$ cat src/hw/rtl/crkp_pkg.sv
// shared types, constants and helpers for the keyframe path core
package crkp_pkg;

    localparam int FRAC_BITS = 16;
    localparam int COORD_W   = 32;
    localparam int PHASE_W   = FRAC_BITS + 1;
    localparam int WGT_W     = FRAC_BITS + 5;
    localparam int OPND_W    = COORD_W + 1;
    localparam int PROD_W    = WGT_W + OPND_W;
    localparam int ACC_W     = PROD_W + 2;
    localparam int SHR_W     = ACC_W - FRAC_BITS - 1;
    localparam int NUM_TERMS = 8;
    localparam int STEP_W    = 4;
    localparam int DIVC_W    = 5;

    localparam logic [PHASE_W-1:0] PHASE_ONE = {1'b1, {FRAC_BITS{1'b0}}};

    localparam logic [1:0] CMD_LOAD = 2'd0;
    localparam logic [1:0] CMD_TICK = 2'd1;
    localparam logic [1:0] CMD_JUMP = 2'd2;

    localparam logic CFG_NUM_KEYS = 1'b0;
    localparam logic CFG_FREEZE   = 1'b1;

    typedef struct packed {
        logic [COORD_W-1:0]      duration;
        logic [2:0][COORD_W-1:0] end_p;
        logic [2:0][COORD_W-1:0] start_p;
    } key_entry_t;

    typedef enum logic [3:0] {
        S_IDLE,
        S_JUMP,
        S_ADV,
        S_CUR,
        S_PREV,
        S_NEXT,
        S_DIV,
        S_SQ,
        S_CUBE,
        S_MAC,
        S_OUT
    } state_t;

    typedef enum logic [2:0] {
        RD_SLOT,
        RD_PLAY,
        RD_ADV,
        RD_PREV,
        RD_NEXT
    } rd_sel_t;

    typedef struct packed {
        logic    accept;
        logic    do_load;
        logic    rd_en;
        rd_sel_t rd_sel;
        logic    jump_set;
        logic    adv;
        logic    cur_latch;
        logic    prev_latch;
        logic    next_latch;
        logic    sq;
        logic    cube;
        logic    mac_start;
        logic    out_load;
    } dp_cmd_t;

    typedef struct packed {
        logic div_done;
        logic mac_done;
    } dp_stat_t;

    function automatic logic [COORD_W-1:0] sat32(input logic signed [SHR_W-1:0] v);
        logic [COORD_W-1:0] r;
        if (v[SHR_W-1:COORD_W-1] == '0 || v[SHR_W-1:COORD_W-1] == '1)
            r = v[COORD_W-1:0];
        else if (v[SHR_W-1])
            r = {1'b1, {(COORD_W-1){1'b0}}};
        else
            r = {1'b0, {(COORD_W-1){1'b1}}};
        return r;
    endfunction

endpackage

$ cat src/hw/rtl/crkp_ctrl.sv
// controller state machine sequencing load, jump and tick
module crkp_ctrl (
    input  logic              clk,
    input  logic              rst_n,
    input  logic              in_valid,
    output logic              in_ready,
    input  logic [1:0]        command,
    output logic              out_valid,
    input  logic              out_ready,
    output crkp_pkg::dp_cmd_t dp_cmd,
    input  crkp_pkg::dp_stat_t dp_stat
);
    import crkp_pkg::*;

    state_t state_reg, state_next;
    logic   out_valid_reg;

    always_ff @(posedge clk or negedge rst_n)
    begin
        if (!rst_n)
        begin
            state_reg     <= S_IDLE;
            out_valid_reg <= 1'b0;
        end
        else
        begin
            state_reg <= state_next;
            if (dp_cmd.out_load)
                out_valid_reg <= 1'b1;
            else if (out_ready)
                out_valid_reg <= 1'b0;
        end
    end

    assign out_valid = out_valid_reg;

    always_comb
    begin
        state_next = state_reg;
        case (state_reg)
            S_IDLE:
            begin
                if (in_valid)
                begin
                    case (command)
                        CMD_TICK: state_next = S_ADV;
                        CMD_JUMP: state_next = S_JUMP;
                        default:  state_next = S_IDLE;
                    endcase
                end
            end
            S_JUMP: state_next = S_IDLE;
            S_ADV:  state_next = S_CUR;
            S_CUR:  state_next = S_PREV;
            S_PREV: state_next = S_NEXT;
            S_NEXT: state_next = S_DIV;
            S_DIV:
            begin
                if (dp_stat.div_done)
                    state_next = S_SQ;
            end
            S_SQ:   state_next = S_CUBE;
            S_CUBE: state_next = S_MAC;
            S_MAC:
            begin
                if (dp_stat.mac_done)
                    state_next = S_OUT;
            end
            S_OUT:
            begin
                if (!out_valid_reg || out_ready)
                    state_next = S_IDLE;
            end
            default: state_next = S_IDLE;
        endcase
    end

    always_comb
    begin
        dp_cmd   = '0;
        dp_cmd.rd_sel = RD_PLAY;
        in_ready = 1'b0;
        case (state_reg)
            S_IDLE:
            begin
                in_ready = 1'b1;
                if (in_valid)
                begin
                    dp_cmd.accept = 1'b1;
                    case (command)
                        CMD_LOAD: dp_cmd.do_load = 1'b1;
                        CMD_TICK:
                        begin
                            dp_cmd.rd_en  = 1'b1;
                            dp_cmd.rd_sel = RD_PLAY;
                        end
                        CMD_JUMP:
                        begin
                            dp_cmd.rd_en  = 1'b1;
                            dp_cmd.rd_sel = RD_SLOT;
                        end
                        default: dp_cmd.accept = 1'b1;
                    endcase
                end
            end
            S_JUMP: dp_cmd.jump_set = 1'b1;
            S_ADV:
            begin
                dp_cmd.adv    = 1'b1;
                dp_cmd.rd_en  = 1'b1;
                dp_cmd.rd_sel = RD_ADV;
            end
            S_CUR:
            begin
                dp_cmd.cur_latch = 1'b1;
                dp_cmd.rd_en     = 1'b1;
                dp_cmd.rd_sel    = RD_PREV;
            end
            S_PREV:
            begin
                dp_cmd.prev_latch = 1'b1;
                dp_cmd.rd_en      = 1'b1;
                dp_cmd.rd_sel     = RD_NEXT;
            end
            S_NEXT: dp_cmd.next_latch = 1'b1;
            S_SQ:   dp_cmd.sq = 1'b1;
            S_CUBE:
            begin
                dp_cmd.cube      = 1'b1;
                dp_cmd.mac_start = 1'b1;
            end
            S_OUT:  dp_cmd.out_load = !out_valid_reg || out_ready;
            default: dp_cmd.rd_sel = RD_PLAY;
        endcase
    end

`ifndef SYNTHESIS
    a_tick_starts: assert property (@(posedge clk) disable iff (!rst_n)
        (state_reg == S_IDLE && in_valid && command == CMD_TICK) |=> state_reg == S_ADV)
        else $error("tick transfer did not start the advance step");

    a_out_loaded: assert property (@(posedge clk) disable iff (!rst_n)
        (state_reg == S_OUT && (!out_valid_reg || out_ready)) |=> out_valid_reg)
        else $error("finished pose not presented");

    a_div_wait: assert property (@(posedge clk) disable iff (!rst_n)
        (state_reg == S_DIV && !dp_stat.div_done) |=> state_reg == S_DIV)
        else $error("left divide wait before the phase was ready");
`endif

endmodule

$ cat config.mk
export PLATFORM = sky130hd
export DESIGN_NAME = crkp_ctrl
export DESIGN_NICKNAME = d
export VERILOG_FILES = /design/src/hw/rtl/crkp_pkg.sv /design/src/hw/rtl/crkp_ctrl.sv
export SDC_FILE = /design/constraint.sdc
export NUM_CORES = 1
export LEC_CHECK = 0
export CAP_MARGIN = 20
export CORE_MARGIN = 8
export CORE_UTILIZATION = 40
export CTS_BUF_LIST = sky130_fd_sc_hd__clkbuf_4 sky130_fd_sc_hd__clkbuf_8
export DETAILED_ROUTE_END_ITERATION = 8
export DONT_BUFFER_PORTS = 1
export HOLD_SLACK_MARGIN = 0.02
export SLEW_MARGIN = 15
export SYNTH_ARGS = -nofsm -noshare
export SYNTH_HDL_FRONTEND = slang
export SYNTH_SLANG_ARGS = --single-unit
$ cat constraint.sdc
create_clock -name clk -period 4 [get_ports clk]
set_clock_uncertainty 0.1 [all_clocks]
set_input_delay 1.2 -clock clk [delete_from_list [all_inputs] [get_ports clk]]
set_output_delay 1.2 -clock clk [all_outputs]
set_load 0.01 [all_outputs]
# == Word level (Yosys, flattened, before mapping) ==
# Index checks and enable logic that the tools add are counted.
# op_classes
n_addsub,0
multipliers,0
n_div,0
n_lt_le_gt_ge,0
eq_ne,16
n_shift,0
muxes,23
bitwise,0
reduce_logical,7
# ops
operator,count
4-bit case mux with 10 select lines,1
4-bit by 3-bit equality test with 1-bit output (second input constant),4
4-bit two-way mux,4
4-bit equality test (second input constant),3
3-bit case mux with 4 select lines,1
1-bit two-way mux,11
4-bit by 2-bit equality test with 1-bit output (second input constant),2
2-bit inequality test (second input constant),4
4-bit case mux with 2 select lines,1
6-bit two-way mux,1
4-bit by 1-bit equality test with 1-bit output (second input constant),1
4-bit logical NOT,1
2-bit two-way mux,2
2-bit case mux with 2 select lines,1
4-bit AND reduction,1
3-bit OR reduction,1
2-bit by 1-bit equality test with 1-bit output (second input constant),1
2-bit equality test (second input constant),1
2-bit logical NOT,1
1-bit case mux with 2 select lines,1
2-bit nonzero test,1
1-bit logical NOT,1
1-bit logical OR,1
# totals
reg_bits,5
latch_bits,0
ram_bits,0
romBits,0
output_inout_bits,17
elab_cells,48
mem_count,0

# == Depth between registers and ports, before layout ==
# depth
ltp_word,4
ltp_mapped,5
depth_no_buf,5

# == Worst setup path after synthesis ==
# OpenSTA, ideal clock, no wires.
# synth_path
path_type,input to output
from,input port command[0]
to,output port dp_cmd[12] (netlist bit)
arrival_ps,1869
t_required_ps,2700
path_slack_ps,831
cell_stages,5
path_buffers,0
cell_sequence,inv_1 > ha_1 > a21oi_1 > nor2_1 > o21a_1
# synth_rtl
element,line_no,text
"start, declared",crkp_ctrl.sv:7,"input logic [1:0] command,"
"end, declared",crkp_ctrl.sv:10,"output crkp_pkg::dp_cmd_t dp_cmd,"

==> summary.md <==
| Metric | Value |
|---|---|
| Vias in the first global route | `440` |
| CTS resizes | `0` |
| Worst skew pair latency | `0.24 ns` |
| Core Region | `1270 um^2` |
| Routed WL per cell | `15.9 um` |
| Worst Tran Pin Value | `0.794 ns` |
| Final setup margin | `0.790 ns` |
| Clk sinks | `5` |
| CTS Buf Count | `3` |
| Tot GR Track Use | `10.2%` |
| Post-synthesis sequential area ratio | `23.4%` |
| Crit path max fanout | `2` |
| Reg-to-reg endpoint | `state_reg[1]` |
| GRT overflow | `0` |
| Layout overhead on the synthesized area | `0%` |
| Via Count | `446` |
| Async SR Flop Fraction | `100%` |
| Routed Antenna Nets | `0` |
| Startpoint Class | `primary input` |
| CTS clock-pin slew for the worst setup and hold paths | `0.04 ns` |
| Share of cells above drive strength 1 | `7.94%` |
| Fin nets | `75` |
| Crit. End Element | `output port` |
| Synth area leader | `dfrtp_1` |
| Initial DRT Pass Iterations | `4` |
| Die span in x | `52.6 um` |
| Largest cells by area after synthesis | `dfrtp_1 23%, ha_1 7.0%, nand2b_1 5.8%` |
| Lkg Pwr | `0.220 nW` |
| Tmin final | `3.21 ns` |
| Hold buffer count at CTS | `0` |
| Post-DP HPWL | `886 um` |
| Post-synth EDFFs | `0` |
| Critical R2R Launch | `state_reg[2]` |
| I/O Buffers | `0` |
| Final setup fails | `0` |
| Worst reg2reg setup slack | `2.04 ns` |
| Post-synth top area share | `23.4%` |
| Kind of critical path | `primary input to output port` |
| CTS tree | `built` |
| Worst Hold Class | `flop to flop` |
| Largest net degree at the start of global routing | `20` |
| DR iter-0 viols | `6` |
| Fmax | `312 MHz` |
| Initial core utilization | `42.2%` |
| Post-Syn Instances | `68` |
| RePlAce Congestion | `0.792` |
| Ports | `25` |
| Max-slew headroom | `46.6%` |
| Run status | `completed` |
| Initial antenna violation count | `0` |
| Setup WS pre-CTS | `0.779 ns` |
| PD cells | `820 nW/um^2` |
| Synthesis Warnings | `0` |
| WP data required | `2.70 ns` |
| Die area | `2770 um^2` |
| Fin. Hold Viols | `0` |
| WL final | `1240 um` |
| Most used DFF post-synth | `dfrtp_1` |
| Arrival time at the worst endpoint | `1.91 ns` |
| Final period util | `80.2%` |
| N_diodes | `0` |
| Vias per cell | `5.72` |
| Clk root buf | `clkbuf_4` |
| Reg2Reg Depth | `3` |
| Row count | `13` |
| Crit path from | `command[0]` |
| Post-Syn Nets | `79` |
| Setup TNS | `0 ns` |
| Max Root-Sink Buffers | `2` |
| Synth Register Bits | `5` |
| VDD IR max | `0.000279 V` |
| Synthesized cell area | `536 um^2` |
| H-tree depth | `1` |
| Max FFs per register | `4` |
| DRC errors left | `0` |
| DIE HEIGHT | `52.6 um` |
| MaxCap Viol Count | `0` |
| Worst Setup EP | `dp_cmd[12]` |
| Slew Limit Fails | `0` |
| RSZ-0062 raised after global routing | `no` |
| Synth unique cells | `32` |
| Avg Cell Area, Syn | `7.88 um^2` |
| Post-CTS setup repair buffer count | `0` |
| First-pass GRT wire length | `2110 um` |
==> final cells by class <==
class | count | area (um^2)
inverters | 2 | 7.51
multi-input cells | 51 | 347
fillers | 139 | 733
flip-flops and latches | 5 | 125
repair buffers | 1 | 7.51
well taps | 15 | 18.8
clock buffers | 4 | 30.0
==> where the power goes <==
part | leakage (nW) | total (mW) | internal [mW] | switching [mW]
clock | 0.0184 | 0.0630 | 0.0443 | 0.0187
combinational | 0.137 | 0.236 | 0.102 | 0.133
sequential | 0.0646 | 0.140 | 0.0705 | 0.0697
total | 0.220 | 0.439 | 0.217 | 0.222
==> cell usage in the layout, fill, tap and decap left out, drive strengths merged, types with 2 or more instances in the layout <==
cell type and instances:
nor3b 3, o22ai 2, ha 3, a21oi 2, nor4b 2, nand2b 5, nor3 5, o21ai 4
nor4bb 3, nor2b 2, inv 2, o21a 2, and2 2, nand2 2, clkbuf 4, dfrtp 5
nor2 4
==> kinds of logic (layout without fill, tap and decap cells) <==
kind of cell | after synthesis | after routing | synth area share [%]
and+or+nand+nor | 32 | 32 | 37.4
buffers and inverters | 12 | 7 | 11.9
adders and majority gates | 3 | 3 | 7.01
xor gates and xnor gates | 1 | 1 | 1.64
DFF | 5 | 5 | 23.4
AOI/OAI and AO/OA | 15 | 15 | 18.7
==> cell usage after synthesis, types with 2 or more instances <==
cell type,count
dfrtp_1,5
nor4b_1,2
nand2b_1,5
o22ai_1,2
and2_1,2
o21ai_1,2
inv_1,2
buf_2,3
ha_1,3
nor2b_1,2
buf_4,2
nand2_1,2
nor2_1,4
a21oi_1,2
o21a_1,2
nor4bb_1,3
clkbuf_1,3
nor3_1,5
o21ai_0,2
nor3b_1,3
==> worst min-delay path by stage <==
stage                       from           end  slack, ns  cells past startpoint
floorplan              out_valid     out_valid       0.48                      2
global placement    state_reg[3]  state_reg[2]       0.52                      2
detailed placement  state_reg[3]  state_reg[2]       0.52                      2
CTS                 state_reg[3]  state_reg[2]       0.53                      2
global route               rst_n  state_reg[1]       0.54                      0
finish              state_reg[3]  state_reg[2]       0.53                      2
==> per-stage QoR <==
| stage | util [%] | std cells | cell area, um^2 | total power, mW | hold slack [ns] |
|---|---|---|---|---|---|
| after floorplan | - | 68 | 536 | 0.361 | 0.483 |
| after global placement | 39.8 | 74 | 505 | 0.374 | 0.516 |
| after detailed placement | 39.8 | 74 | 505 | 0.377 | 0.515 |
| after CTS | 42.2 | 78 | 536 | 0.441 | 0.525 |
| after global routing | 42.2 | 78 | 536 | 0.486 | 0.536 |
| final | 42.2 | 78 | 536 | 0.439 | 0.533 |
==> critical path, cell delays in order <==
cell and delay [ns]:
inv_1 0.03, ha_1 0.28, a21oi_1 0.12, nor2_1 0.06, o21a_1 0.22
==> per-layer routing <==
| layer | routed length, um | vias to the layer above | track usage, % |
|---|---|---|---|
| met5 | 0 | - | 0 |
| met4 | 12 | 0 | 7.76 |
| met3 | 68 | 2 | 4.26 |
| met2 | 605 | 13 | 14.0 |
| met1 | 555 | 199 | 12.1 |
| li1 | - | 232 | - |
Note: power is estimated with default switching activity, not from simulation.
